`config.mk`:
```
export PLATFORM = sky130hd
export DESIGN_NAME = serial_packet_deframer_core_flat
export DESIGN_NICKNAME = d
export VERILOG_FILES = /design/src/design/spd_pkg.sv /design/src/design/spd_if.sv /design/src/design/serial_packet_deframer_core.sv /design/src/flat_wrapper.sv
export SDC_FILE = /design/constraint.sdc
export NUM_CORES = 1
export LEC_CHECK = 0
export BUFFER_PORTS_ARGS = -buffer_cell sky130_fd_sc_hd__buf_2
export CELL_PAD_IN_SITES_DETAIL_PLACEMENT = 0
export CELL_PAD_IN_SITES_GLOBAL_PLACEMENT = 1
export CORE_ASPECT_RATIO = 1.4
export CORE_MARGIN = 10
export CORE_UTILIZATION = 30
export DETAILED_ROUTE_END_ITERATION = 7
export PLACE_DENSITY_LB_ADDON = 0.1
export RECOVER_POWER = 25
export SETUP_SLACK_MARGIN = 0.5
export SLEW_MARGIN = 20
export SYNTH_ARGS = -nofsm -noshare
export SYNTH_HDL_FRONTEND = slang
export SYNTH_SLANG_ARGS = --single-unit
```
`constraint.sdc`:
```
create_clock -name clk -period 7.48 [get_ports clk]
set_input_delay 1.496 -clock clk [delete_from_list [all_inputs] [get_ports clk]]
set_output_delay 1.496 -clock clk [all_outputs]
set_load 0.005 [all_outputs]
```
`src/design/spd_pkg.sv`:
```
package spd_pkg;

  localparam logic [7:0] SYNC_BYTE   = 8'hED;
  localparam logic [7:0] STATUS_BYTE = 8'h2A;
  localparam logic [7:0] MIN_LENGTH  = 8'd4;

  localparam logic KIND_PAYLOAD = 1'b0;
  localparam logic KIND_REPORT  = 1'b1;

  localparam logic [1:0] FS_GOOD    = 2'd0;
  localparam logic [1:0] FS_BAD_SUM = 2'd1;
  localparam logic [1:0] FS_BAD_LEN = 2'd2;

  typedef enum logic [4:0] {
    PH_HUNT    = 5'b00001,
    PH_LENGTH  = 5'b00010,
    PH_ROUTE   = 5'b00100,
    PH_PAYLOAD = 5'b01000,
    PH_CHECK   = 5'b10000
  } phase_t;

endpackage

```
`src/design/spd_if.sv`:
```
interface spd_in_if;
  logic       valid;
  logic       ready;
  logic [7:0] rx_byte;

  modport source (output valid, output rx_byte, input ready);
  modport sink   (input valid, input rx_byte, output ready);
endinterface

interface spd_out_if;
  logic       valid;
  logic       ready;
  logic       result_kind;
  logic [7:0] data_byte;
  logic [7:0] byte_index;
  logic [1:0] route;
  logic [1:0] frame_status;
  logic       status_frame;
  logic       last;

  modport source (output valid, output result_kind, output data_byte, output byte_index,
                  output route, output frame_status, output status_frame, output last,
                  input ready);
  modport sink   (input valid, input result_kind, input data_byte, input byte_index,
                  input route, input frame_status, input status_frame, input last,
                  output ready);
endinterface

```
`src/design/serial_packet_deframer_core.sv`:
```
// Serial packet deframer.
//
// rx carries one received serial byte per item. The block hunts for the sync
// byte 0xED, then reads the total length byte and the routing byte (top two
// bits kept as route). Each payload byte goes out on res as a payload item
// (result_kind 0) with its index; the checksum byte closes the frame with an
// end report (result_kind 1, last 1) carrying good / bad checksum and the
// status-frame flag. A length byte below four ends the frame at once with a
// bad-length report. Header bytes and hunted bytes give no item on res.
//
// Output: each result is registered and appears on res in the cycle after its
// byte is accepted. Throughput: one byte per cycle while res is not stalled; the
// loops are the 8-bit rotate-and-add checksum, the payload count and the phase.
// Reset (synchronous, rst high) returns to hunting, clears the checksum and
// counters and empties the result register.
// Stall: res holds its item while ready is low; rx keeps accepting as long as
// the result register is empty or being drained in the same cycle.
module serial_packet_deframer_core (
  input  logic             clk,
  input  logic             rst,
  spd_in_if.sink           rx,
  spd_out_if.source        res
);

  spd_pkg::phase_t phase, phase_next;
  logic [7:0] frame_length, frame_length_next;
  logic [1:0] route_bits, route_bits_next;
  logic [7:0] payload_count, payload_count_next;
  logic [7:0] running_sum, running_sum_next;
  logic       first_is_status, first_is_status_next;

  // Result produced by the byte being accepted this cycle.
  logic       emit;
  logic       kind;
  logic [7:0] data_out;
  logic [7:0] index_out;
  logic [1:0] route_out;
  logic [1:0] status_out;
  logic       sflag_out;

  logic       accept;
  logic [7:0] b;
  logic [7:0] count_inc;

  function automatic logic [7:0] sum_add(input logic [7:0] s, input logic [7:0] d);
    sum_add = {s[6:0], s[7]} + d;
  endfunction

  // Take a new byte whenever the result register is free or draining.
  assign rx.ready = !res.valid || res.ready;
  assign accept   = rx.valid && rx.ready;
  assign b        = rx.rx_byte;
  assign count_inc = payload_count + 8'd1;

  always_comb begin
    phase_next           = phase;
    frame_length_next    = frame_length;
    route_bits_next      = route_bits;
    payload_count_next   = payload_count;
    running_sum_next     = running_sum;
    first_is_status_next = first_is_status;
    emit       = 1'b0;
    kind       = spd_pkg::KIND_PAYLOAD;
    data_out   = 8'd0;
    index_out  = 8'd0;
    route_out  = 2'd0;
    status_out = spd_pkg::FS_GOOD;
    sflag_out  = 1'b0;
    case (phase)
      spd_pkg::PH_LENGTH: begin
        frame_length_next = b;
        if (b < spd_pkg::MIN_LENGTH) begin
          // Short frame: report it right away and go back to hunting.
          phase_next       = spd_pkg::PH_HUNT;
          running_sum_next = 8'd0;
          emit       = 1'b1;
          kind       = spd_pkg::KIND_REPORT;
          status_out = spd_pkg::FS_BAD_LEN;
        end else begin
          running_sum_next = sum_add(running_sum, b);
          phase_next       = spd_pkg::PH_ROUTE;
        end
      end
      spd_pkg::PH_ROUTE: begin
        route_bits_next      = b[7:6];
        running_sum_next     = sum_add(running_sum, b);
        payload_count_next   = 8'd0;
        first_is_status_next = 1'b0;
        phase_next = (frame_length == spd_pkg::MIN_LENGTH) ? spd_pkg::PH_CHECK
                                                           : spd_pkg::PH_PAYLOAD;
      end
      spd_pkg::PH_PAYLOAD: begin
        if (payload_count == 8'd0 && b == spd_pkg::STATUS_BYTE) begin
          first_is_status_next = 1'b1;
        end
        running_sum_next   = sum_add(running_sum, b);
        payload_count_next = count_inc;
        // Length is at least five here, so the subtraction cannot wrap.
        if (count_inc >= frame_length - spd_pkg::MIN_LENGTH) begin
          phase_next = spd_pkg::PH_CHECK;
        end
        emit      = 1'b1;
        data_out  = b;
        index_out = payload_count;
        route_out = route_bits;
      end
      spd_pkg::PH_CHECK: begin
        phase_next       = spd_pkg::PH_HUNT;
        running_sum_next = 8'd0;
        emit       = 1'b1;
        kind       = spd_pkg::KIND_REPORT;
        route_out  = route_bits;
        status_out = (b == running_sum) ? spd_pkg::FS_GOOD : spd_pkg::FS_BAD_SUM;
        sflag_out  = first_is_status && !route_bits[1];
      end
      default: begin
        // Hunting: drop everything but the sync byte.
        if (b == spd_pkg::SYNC_BYTE) begin
          running_sum_next = sum_add(8'd0, b);
          phase_next       = spd_pkg::PH_LENGTH;
        end else begin
          phase_next = spd_pkg::PH_HUNT;
        end
      end
    endcase
  end

  // Frame state advances only on accepted bytes.
  always_ff @(posedge clk) begin
    if (rst) begin
      phase           <= spd_pkg::PH_HUNT;
      frame_length    <= 8'd0;
      route_bits      <= 2'd0;
      payload_count   <= 8'd0;
      running_sum     <= 8'd0;
      first_is_status <= 1'b0;
    end else if (accept) begin
      phase           <= phase_next;
      frame_length    <= frame_length_next;
      route_bits      <= route_bits_next;
      payload_count   <= payload_count_next;
      running_sum     <= running_sum_next;
      first_is_status <= first_is_status_next;
    end
  end

  // Result register: load on an emitting byte, clear when drained, hold on stall.
  always_ff @(posedge clk) begin
    if (rst) begin
      res.valid <= 1'b0;
    end else if (accept) begin
      res.valid <= emit;
    end else if (res.ready) begin
      res.valid <= 1'b0;
    end
  end

  always_ff @(posedge clk) begin
    if (accept && emit) begin
      res.result_kind  <= kind;
      res.data_byte    <= data_out;
      res.byte_index   <= index_out;
      res.route        <= route_out;
      res.frame_status <= status_out;
      res.status_frame <= sflag_out;
      res.last         <= kind;
    end
  end

endmodule

```
`src/flat_wrapper.sv`:
```
// flat-port wrapper written by rule: the top's interface ports become plain ports
module serial_packet_deframer_core_flat 
  (clk, rst, rx_valid, rx_rx_byte, rx_ready, res_valid, res_result_kind, res_data_byte, res_byte_index, res_route, res_frame_status, res_status_frame, res_last, res_ready);
  spd_in_if rx_i ();
  spd_out_if res_i ();
  input  logic clk;
  input  logic rst;
  input wire logic [$bits(rx_i.valid)-1:0] rx_valid;
  input wire logic [$bits(rx_i.rx_byte)-1:0] rx_rx_byte;
  output wire logic [$bits(rx_i.ready)-1:0] rx_ready;
  output wire logic [$bits(res_i.valid)-1:0] res_valid;
  output wire logic [$bits(res_i.result_kind)-1:0] res_result_kind;
  output wire logic [$bits(res_i.data_byte)-1:0] res_data_byte;
  output wire logic [$bits(res_i.byte_index)-1:0] res_byte_index;
  output wire logic [$bits(res_i.route)-1:0] res_route;
  output wire logic [$bits(res_i.frame_status)-1:0] res_frame_status;
  output wire logic [$bits(res_i.status_frame)-1:0] res_status_frame;
  output wire logic [$bits(res_i.last)-1:0] res_last;
  input wire logic [$bits(res_i.ready)-1:0] res_ready;
  assign rx_i.valid = rx_valid;
  assign rx_i.rx_byte = rx_rx_byte;
  assign rx_ready = rx_i.ready;
  assign res_valid = res_i.valid;
  assign res_result_kind = res_i.result_kind;
  assign res_data_byte = res_i.data_byte;
  assign res_byte_index = res_i.byte_index;
  assign res_route = res_i.route;
  assign res_frame_status = res_i.frame_status;
  assign res_status_frame = res_i.status_frame;
  assign res_last = res_i.last;
  assign res_i.ready = res_ready;
  serial_packet_deframer_core u_core (.clk(clk), .rst(rst), .rx(rx_i), .res(res_i));
endmodule
```
==> results of run 1 <==
[path summary, 6_finish.rpt]
check                         end  slack, ns
max                      rx_ready       4.05
min          u_core.route_bits[0]       0.45
max reg2reg       u_core.phase[2]       4.73
min reg2reg  u_core.route_bits[0]       0.45
[metrics by stage]
step	cells	total power, mW	worst slack (ns)	hold slack [ns]
floorplan	329	0.3321	3.743	0.4317
global placement	490	0.3436	3.674	0.4454
detailed placement	490	0.3438	3.621	0.4443
CTS	498	0.5796	3.936	0.4545
global route	498	0.5924	4.012	0.4720
finish	498	0.5685	4.049	0.4498
[sequential cells by signal, indices dropped and copies added (netlist names)]
register and cells:
u_core.res.valid 1, u_core.route_bits 2, u_core.phase 5, u_core.first_is_status 1
u_core.payload_count 8, u_core.res.byte_index 8, u_core.running_sum 8, u_core.res.frame_status 2
u_core.frame_length 8, u_core.res.result_kind 1, u_core.res.status_frame 1, u_core.res.route 2
u_core.res.data_byte 8
[synthesized netlist by cell type (2+ instances only)]
| library cell | instances | area share (%) |
|---|---|---|
| buf_2 | 2 | 0.32 |
| xnor2_1 | 8 | 2.3 |
| a22oi_1 | 3 | 0.73 |
| or3_1 | 4 | 0.81 |
| nor3_2 | 2 | 0.65 |
| nand2_1 | 25 | 3.0 |
| nor3b_1 | 3 | 0.73 |
| a21oi_1 | 18 | 2.9 |
| nor2_1 | 41 | 5.0 |
| ha_1 | 19 | 7.7 |
| nor4_1 | 3 | 0.61 |
| nand3b_1 | 2 | 0.49 |
| o211ai_1 | 3 | 0.73 |
| edfxtp_1 | 22 | 21 |
| nand4_1 | 4 | 0.81 |
| nand2b_1 | 7 | 1.4 |
| o21a_1 | 3 | 0.73 |
| clkbuf_1 | 7 | 0.85 |
| nor2b_1 | 2 | 0.41 |
| and3b_1 | 3 | 0.85 |
| nor3_1 | 13 | 2.1 |
| mux2i_1 | 9 | 2.9 |
| o21ai_0 | 13 | 2.1 |
| dfxtp_1 | 33 | 21 |
| nand3_1 | 8 | 1.3 |
| nor4b_1 | 2 | 0.57 |
| a31oi_1 | 4 | 0.81 |
| o21bai_1 | 2 | 0.49 |
| and2_1 | 15 | 3.0 |
| inv_1 | 13 | 1.6 |
| a211oi_1 | 2 | 0.49 |
| xor2_1 | 14 | 4.0 |
[power by group through the flow]
stage / Clock [mW] / Sequential (mW) / Combinational, mW
global route: 0.252 / 0.310 / 0.0302
global placement: 0 / 0.317 / 0.0269
floorplan: 0 / 0.317 / 0.0155
CTS: 0.243 / 0.310 / 0.0272
detailed placement: 0 / 0.317 / 0.0271
finish: 0.232 / 0.310 / 0.0268
[routing by layer]
| layer | part of all wire, % | GRT usage (%) |
|---|---|---|
| met5 | 0 | 0 |
| met4 | 1.0 | 4.503 |
| met3 | 3.3 | 2.342 |
| met2 | 53 | 20.23 |
| met1 | 42 | 12.19 |
[kinds of logic after synthesis]
kind of cell | Yosys count | share of synthesized area (%)
flops | 55 | 42.80
buf+inv | 23 | 3.000
xor+xnor | 22 | 6.243
mux | 10 | 3.283
compound gates | 60 | 12.89
fa+ha+maj | 20 | 8.350
simple gates | 139 | 23.43
[worst register-to-register path, cell delays in order (launching register included)]
cell     delay (ns)
dfxtp_1        0.44
ha_1           0.22
nand3_1        0.13
nor2_1         0.16
xor2_1         0.10
ha_1           0.33
a21oi_1        0.07
o21ai_0        0.22
nor3_2         0.09
a21oi_1        0.51
mux2_2         0.40
[final cells by class]
type	count	share of cell area (%)
Clock buffer	5	3.545
Clock inverter	3	0.5672
Inverter	13	1.382
Multi-Input combinational cell	251	47.36
Sequential cell	55	37.43
Tap cell	135	4.786
Timing Repair Buffer	36	4.927
==> flow_metrics.env, run 1 <==
export IMPL_drt_wirelength_per_cell_um=16.42
export IMPL_power_leakage_nw=1.444
export IMPL_htreeDepth=2
export IMPL_place_hpwl_um=6337
export IMPL_p_int_mw=0.4419
export IMPL_syn_inst=329
export IMPL_fmax_mhz=291.4
export IMPL_swShare_pct=22.27
export IMPL_cts_setup_buffers=0
export IMPL_worstSetupStartpoint="res_ready"
export IMPL_regArea_mm2=0.001321
export IMPL_crit_fanout=5
export IMPL_hold_start="u_core.route_bits[0]"
export IMPL_slowest_delay_ns=0.19
export IMPL_mappedNetlistArea_mm2=0.003087
export IMPL_vdd_drop_max_mv=0.07518
export IMPL_die_h_um=140.0
export IMPL_gp_congestion=0.7798
export IMPL_die_w_um=105.7
export IMPL_crit_top_cell="buf_2"
export IMPL_worst_slew_pin_slew_ns=0.6658
export IMPL_synth_edf_count=22
export IMPL_rsz0062_at_grt="false"
export IMPL_fin_skew_ns=0.006874
export IMPL_diodes=0
export IMPL_grtUsageTotal_pct=11.15
export IMPL_die_area_mm2=0.01480
export IMPL_async_flop_share_pct=0
export IMPL_yosysWarnings=0
export IMPL_cts_hold_buf=0
export IMPL_final_area_mm2=0.003530
export IMPL_hold_path_class="flop to flop"
export IMPL_clkLatencyLatePin_ns=0.30
export IMPL_multi_input_area_mm2=0.001672
export IMPL_grt_pass1_vias=2423
export IMPL_n_fill_cell=1092
export IMPL_crit_path_top_delay_cell="nand2b_1"
export IMPL_post_route_drc_count=0
export IMPL_drt_iter0_drc=92
export IMPL_cap_violations=0
export IMPL_critPathKind="input port to output port"
export IMPL_critPathRequiredTime_ns=5.98
export IMPL_cts_sinks=55
export IMPL_drt_vias_per_instance=4.827
export IMPL_reg2reg_from="u_core.payload_count[0]"
export IMPL_power_frac_clock_pct=40.8
export IMPL_antenna_found_initial=0
export IMPL_area_growth_pct=14.35
export IMPL_port_buffers=36
export IMPL_cts_resized=0
export IMPL_reg2reg_depth=10
export IMPL_p_switching_mw=0.1266
export IMPL_final_cell_mix="nor2_1 (40), dfxtp_1 (33), buf_2 (31)"
export IMPL_numCtsBuffers=5
export IMPL_routed_wl_um=8179
export IMPL_maxSlewHeadroom_pct=55.61
export IMPL_cts_root_buf="clkbuf_16"
export IMPL_finalSetupViolCount=0
export IMPL_final_nets=394
export IMPL_post_route_min_period_ns=3.431
export IMPL_grt_pass1_wl_um=13230
export IMPL_grt_max_degree=33
export IMPL_cp_end_kind="output port"
export IMPL_pin_count=37
export IMPL_syn_nets=361
export IMPL_clkTransAtPathRegs_ns=0.07
export IMPL_path_depth=3
export IMPL_route_vias_total=2404
export IMPL_hold_viol_final=0
export IMPL_overflow=0
export IMPL_path_buf_inv=2
export IMPL_detail_route_antenna_nets=0
export IMPL_period_share_pct=45.87
export IMPL_placed_area_mm2=0.003395
export IMPL_start_util_pct=30.85
export IMPL_min_path_cells=2
export IMPL_layout_commonest_cell="nor2_1"
export IMPL_arrival_ns=1.94
export IMPL_rows=43
export IMPL_synth_ff_type="dfxtp_1"
export IMPL_dr_pass1_iters=6
export IMPL_syn_area_per_cell_um2=9.382
export IMPL_status="finished, final reports clean"
export IMPL_coreArea_mm2=0.01001
export IMPL_ys_ff_latch=55
export IMPL_cts_tree="done"
export IMPL_drv_slew=0
export IMPL_ys_seq_area_share_pct=42.81
export IMPL_cts_buffer_depth=2
export IMPL_combPwrFrac_pct=4.7
export IMPL_yosysUniqueCellTypes=52
export IMPL_power_density_mw_per_mm2=161.1
export IMPL_seqPwrFrac_pct=54.5
export IMPL_cp_cell_sequence="buf_2 > nand2b_1 > buf_2"
export IMPL_path_delay_family="buffers and inverters"
export IMPL_layout_drive_gt1_share_pct=12.95
export IMPL_fin_setup_tns_ns=0
export IMPL_fin_util_pct=35.27
export IMPL_start_kind="input port"
(Power assumes the default switching activity.)
==> run 2: changes to the inputs <==
- clock period: 7.48 -> 3.4 ns (I/O delays scaled with it)
==> run 2 against run 1 <==
Compared with the run above: power rose by 120%; worst setup slack worse by 3.2 ns; cell count up 0.60%; non-clock buffer count is 3 higher; clock skew grew 0.00082 ns; routed wire length increased by 0.56%; first-iteration DRC count up 15%; global-route usage increased by 0.069 points; highest routed layer unchanged.
==> flow_metrics.env, run 2 (same netlist as run 1, synthesis figures left out) <==
export IMPL_status="finished, final reports clean"
export IMPL_multi_input_area_mm2=0.001667
export IMPL_p_switching_mw=0.2897
export IMPL_regArea_mm2=0.001321
export IMPL_critPathKind="flop to flop"
export IMPL_arrival_ns=2.70
export IMPL_dr_pass1_iters=4
export IMPL_vdd_drop_max_mv=0.2073
export IMPL_grtUsageTotal_pct=11.22
export IMPL_crit_path_top_delay_cell="dfxtp_1"
export IMPL_setup_ws_ns=0.8972
export IMPL_final_area_mm2=0.003533
export IMPL_post_route_drc_count=0
export IMPL_place_hpwl_um=6370
export IMPL_dp_cells=493
export IMPL_pin_count=37
export IMPL_worst_slew_pin_slew_ns=0.5732
export IMPL_placed_area_mm2=0.003417
export IMPL_cts_root_buf="clkbuf_16"
export IMPL_gp_congestion=0.7691
export IMPL_hold_viol_final=0
export IMPL_antenna_found_initial=0
export IMPL_hold_path_class="flop to flop"
export IMPL_die_w_um=105.7
export IMPL_final_cell_count_no_fill=501
export IMPL_cts_hold_buf=0
export IMPL_cts_tree="done"
export IMPL_drt_iter0_drc=106
export IMPL_coreArea_mm2=0.01001
export IMPL_layout_commonest_cell="nor2_1"
export IMPL_final_nets=397
export IMPL_layout_drive_gt1_share_pct=9.836
export IMPL_cts_setup_buffers=0
export IMPL_port_buffers=36
export IMPL_routed_wl_um=8225
export IMPL_rsz0062_at_grt="false"
export IMPL_swShare_pct=22.86
export IMPL_n_fill_cell=1080
export IMPL_grt_pass1_wl_um=13300
export IMPL_critPathRequiredTime_ns=3.59
export IMPL_final_cell_mix="nor2_1 (40), dfxtp_1 (33), nand2_1 (25)"
export IMPL_drt_wirelength_per_cell_um=16.42
export IMPL_slowest_delay_ns=0.44
export IMPL_numCtsBuffers=5
export IMPL_rows=43
export IMPL_clkTransAtPathRegs_ns=0.08
export IMPL_fin_util_pct=35.31
export IMPL_power_frac_clock_pct=41.4
export IMPL_grt_max_degree=33
export IMPL_power_leakage_nw=1.407
export IMPL_fin_setup_tns_ns=0
export IMPL_cts_resized=0
export IMPL_start_kind="flop"
export IMPL_fin_skew_ns=0.007694
export IMPL_holdWs_ns=0.4618
export IMPL_die_h_um=140.0
export IMPL_cap_violations=0
export IMPL_crit_fanout=6
export IMPL_area_growth_pct=14.47
export IMPL_clkLatencyLatePin_ns=0.30
export IMPL_place_ws_ns=0.7402
export IMPL_drt_vias_per_instance=4.826
export IMPL_seqPwrFrac_pct=53.8
export IMPL_cp_end_kind="flop"
export IMPL_combPwrFrac_pct=4.9
export IMPL_die_area_mm2=0.01480
export IMPL_cts_sinks=55
export IMPL_period_share_pct=73.61
export IMPL_detail_route_antenna_nets=0
export IMPL_overflow=0
export IMPL_power_density_mw_per_mm2=358.7
export IMPL_fmax_mhz=399.5
export IMPL_maxSlewHeadroom_pct=61.43
export IMPL_diodes=0
export IMPL_p_int_mw=0.9777
export IMPL_cp_cell_sequence="ha_1 > nand3_1 > nor2_1 > xor2_1 > ha_1 > a21oi_1 > o21ai_0 > nor3_2 > a21oi_1 > buf_4 > mux2_2"
export IMPL_htreeDepth=2
export IMPL_finalSetupViolCount=0
export IMPL_cts_buffer_depth=2
export IMPL_finalPower_mw=1.267
export IMPL_drv_slew=0
export IMPL_route_vias_total=2418
export IMPL_start_util_pct=30.85
export IMPL_grt_pass1_vias=2566
export IMPL_post_route_min_period_ns=2.503
run 2: changes by cell type in the layout (fill, tap and decap cells not counted):
cell / change
and2_0: -10
and2_1: +10
buf_2: -14
buf_4: +3
clkbuf_1: +14
clkinv_2: -1
inv_6: +1
nor2_2: +1
nor2_4: -1
run 2: worst max-delay path, delay by kind of cell (launching register included):
family                   cells  cell delay [ns]
AO/OA/AOI/OAI                3             0.35
XOR/XNOR                     1             0.21
adder cells (fa/ha/maj)      2             0.52
buffers and inverters        1             0.18
flip-flops                   1             0.44
multiplexers                 1             0.26
AND/OR/NAND/NOR              3             0.45
run 2: worst paths after layout:
path / slack [ns] / to / cells after the start / from
setup reg to reg: 0.90 / u_core.phase[2] / 11 / u_core.payload_count[0]
setup / recovery: 0.90 / u_core.phase[2] / 11 / u_core.payload_count[0]
hold / removal: 0.46 / u_core.route_bits[0] / 2 / u_core.route_bits[0]
hold reg to reg: 0.46 / u_core.route_bits[0] / 2 / u_core.route_bits[0]
run 2: power groups by stage:
| stage | sequential (mW) | combinational [mW] | clock (mW) |
|---|---|---|---|
| final | 0.681 | 0.0617 | 0.524 |
| after global routing | 0.681 | 0.0689 | 0.569 |
| after CTS | 0.681 | 0.0633 | 0.548 |
| after detailed placement | 0.697 | 0.0632 | 0 |
| after global placement | 0.697 | 0.0629 | 0 |
| after floorplan | 0.696 | 0.0342 | 0 |
run 2: cell type report:
type | count | area share (%)
clock inverters | 3 | 0.6728
flip-flops and latches | 55 | 37.39
multi-input cells | 251 | 47.17
inverters | 13 | 1.381
repair buffers | 39 | 5.064
clock buffers | 5 | 3.541
well taps | 135 | 4.780
run 2: routing by layer:
layer	wire length, um	vias up	global-route usage (%)
met3	413	17	2.893
met4	286	0	5.861
met5	0	-	0
met2	4131	43	20.14
met1	3394	1121	11.62
li1	-	1237	-
==> run 3: changes to the inputs <==
- clock period: 3.4 -> 2.6 ns (I/O delays scaled with it)
==> run 3 against run 2 <==
Compared with the run above: sequential power is 31% higher; cell count is 3.8% higher; combinational power is 47% higher; core utilization is 3.5 points higher; worst hold slack worse by 0.0059 ns; routed wire length is 6.1% higher; critical path type unchanged; largest cell class unchanged.
==> flow_metrics.env, run 3 (same netlist as run 1, synthesis figures left out) <==
export IMPL_detail_route_antenna_nets=0
export IMPL_grt_busiest_layer="met2"
export IMPL_grtUsageTotal_pct=12.10
export IMPL_place_hpwl_um=6833
export IMPL_place_ws_ns=0.1498
export IMPL_power_density_mw_per_mm2=477.7
export IMPL_finalPower_mw=1.856
export IMPL_start_util_pct=30.85
export IMPL_rrSetupSlack_ns=0.30
export IMPL_hold_viol_final=0
export IMPL_antenna_found_initial=0
export IMPL_die_h_um=140.0
export IMPL_finalSetupViolCount=0
export IMPL_layout_commonest_cell="nor2_1"
export IMPL_route_vias_total=2502
export IMPL_coreArea_mm2=0.01001
export IMPL_reg2reg_depth=8
export IMPL_post_route_drc_count=0
export IMPL_worst_slew_pin_slew_ns=0.6264
export IMPL_rows=43
export IMPL_port_buffers=36
export IMPL_routed_wl_um=8727
export IMPL_multi_input_area_mm2=0.001809
export IMPL_cp_end_kind="flop"
export IMPL_grt_pass1_vias=2564
export IMPL_cts_buffer_depth=2
export IMPL_critPathKind="flop to flop"
export IMPL_status="finished, final reports clean"
export IMPL_htreeDepth=2
export IMPL_p_int_mw=1.475
export IMPL_area_growth_pct=25.86
export IMPL_start_kind="flop"
export IMPL_cap_violations=0
export IMPL_use_met3_pct=2.204
export IMPL_fmax_mhz=434.8
export IMPL_drv_slew=0
export IMPL_combPwrFrac_pct=4.9
export IMPL_final_cell_mix="nor2_1 (38), nand2_1 (25), dfxtp_1 (25)"
export IMPL_r2r_end="u_core.phase[2]"
export IMPL_period_share_pct=88.46
export IMPL_regArea_mm2=0.001336
export IMPL_cts_root_buf="clkbuf_16"
export IMPL_power_frac_clock_pct=47.2
export IMPL_final_nets=416
export IMPL_rsz0062_at_grt="true"
export IMPL_die_w_um=105.7
export IMPL_grt_max_degree=22
export IMPL_grtUsageMet2_pct=21.90
export IMPL_fin_skew_ns=0.005597
export IMPL_cts_sinks=55
export IMPL_swShare_pct=20.52
export IMPL_post_route_min_period_ns=2.300
export IMPL_p_switching_mw=0.3809
export IMPL_grt_pass1_wl_um=14240
export IMPL_diodes=0
export IMPL_clkTransAtPathRegs_ns=0.07
export IMPL_hold_end="u_core.route_bits[0]"
export IMPL_crit_fanout=5
export IMPL_reg2reg_from="u_core.frame_length[4]"
export IMPL_grtUsageMet1_pct=13.52
export IMPL_vdd_drop_max_mv=0.2583
export IMPL_numCtsBuffers=5
export IMPL_drt_iter0_drc=115
export IMPL_dr_pass1_iters=4
export IMPL_drt_wirelength_per_cell_um=16.78
export IMPL_hold_start="u_core.route_bits[0]"
export IMPL_critPathRequiredTime_ns=2.79
export IMPL_cts_tree="done"
export IMPL_min_path_cells=2
export IMPL_pin_count=37
export IMPL_drt_vias_per_instance=4.812
export IMPL_fin_setup_tns_ns=0
export IMPL_gp_congestion=0.7672
export IMPL_cts_hold_buf=0
export IMPL_arrival_ns=2.49
export IMPL_maxSlewHeadroom_pct=57.86
export IMPL_overflow=0
export IMPL_die_area_mm2=0.01480
export IMPL_setup_ws_ns=0.3000
export IMPL_n_fill_cell=1081
export IMPL_hold_path_class="flop to flop"
export IMPL_clkLatencyLatePin_ns=0.30
export IMPL_layout_drive_gt1_share_pct=21.04
export IMPL_seqPwrFrac_pct=47.9
export IMPL_power_leakage_nw=1.552
run 3: changes by cell type in the layout (fill, tap and decap cells not counted), sizes merged:
cell      previous run  this run
buf                 20        38
bufinv               0         2
clkbuf              24        26
clkinvlp             2         0
inv                 14        13
run 3: worst max-delay path, cell delays in order (launching register included):
cell and delay, ns:
dfxtp_2 0.35, or3_4 0.41, nor3_4 0.13, xnor2_1 0.09
ha_1 0.31, nand4_1 0.11, a211o_1 0.28, a21oi_4 0.20
mux2_4 0.31
run 3: per-stage QoR:
stage | hold WS [ns] | cell area [um2] | utilization [%] | instances
5_1_grt | 0.4768 | 3885 | 38.82 | 520
2_1_floorplan | 0.4317 | 3153 | - | 329
4_1_cts | 0.4560 | 3852 | 38.50 | 519
3_3_place_gp | 0.4455 | 3581 | 35.78 | 506
3_5_place_dp | 0.4460 | 3581 | 35.78 | 506
6_report | 0.4559 | 3885 | 38.82 | 520
run 3: how the worst max path moves through the flow:
stage / startpoint / slack, ns / to
5_1_grt: u_core.frame_length[4] / 0.19 / u_core.phase[2]
3_5_place_dp: u_core.payload_count[0] / 0.15 / u_core.phase[2]
6_report: u_core.frame_length[4] / 0.30 / u_core.phase[2]
4_1_cts: u_core.frame_length[4] / 0.28 / u_core.phase[2]
2_1_floorplan: u_core.frame_length[4] / 0.41 / u_core.phase[2]
3_3_place_gp: u_core.payload_count[0] / 0.20 / u_core.phase[2]
run 3: timing repair:
| action | 4_1_cts | 5_1_grt |
|---|---|---|
| endpoints found under the setup margin | 26 | 28 |
| gates resized for setup | 14 | 10 |
| gates cloned | 0 | 0 |
| pin swaps | 8 | 4 |
| setup buffers | 5 | 1 |
run 3: power groups by stage:
stage | sequential, mW | combinational (mW) | clock [mW]
2_1_floorplan | 0.910 | 0.0482 | 0
3_3_place_gp | 0.910 | 0.0897 | 0
3_5_place_dp | 0.910 | 0.0888 | 0
4_1_cts | 0.889 | 0.0918 | 0.896
5_1_grt | 0.889 | 0.101 | 0.926
6_report | 0.889 | 0.0907 | 0.876
run 3: layer usage:
metal  share of wire, %  wire length (um)
met1                 42              3641
met5                  0                 0
met2                 53              4647
met4                1.9               167
met3                3.1               271
run 3: cell type report:
class,count,area share (%)
Inverter,13,1.256
Sequential cell,55,34.40
Clock inverter,2,1.546
Tap cell,135,4.348
Clock buffer,6,3.317
Multi-Input combinational cell,251,46.57
Timing Repair Buffer,58,8.567
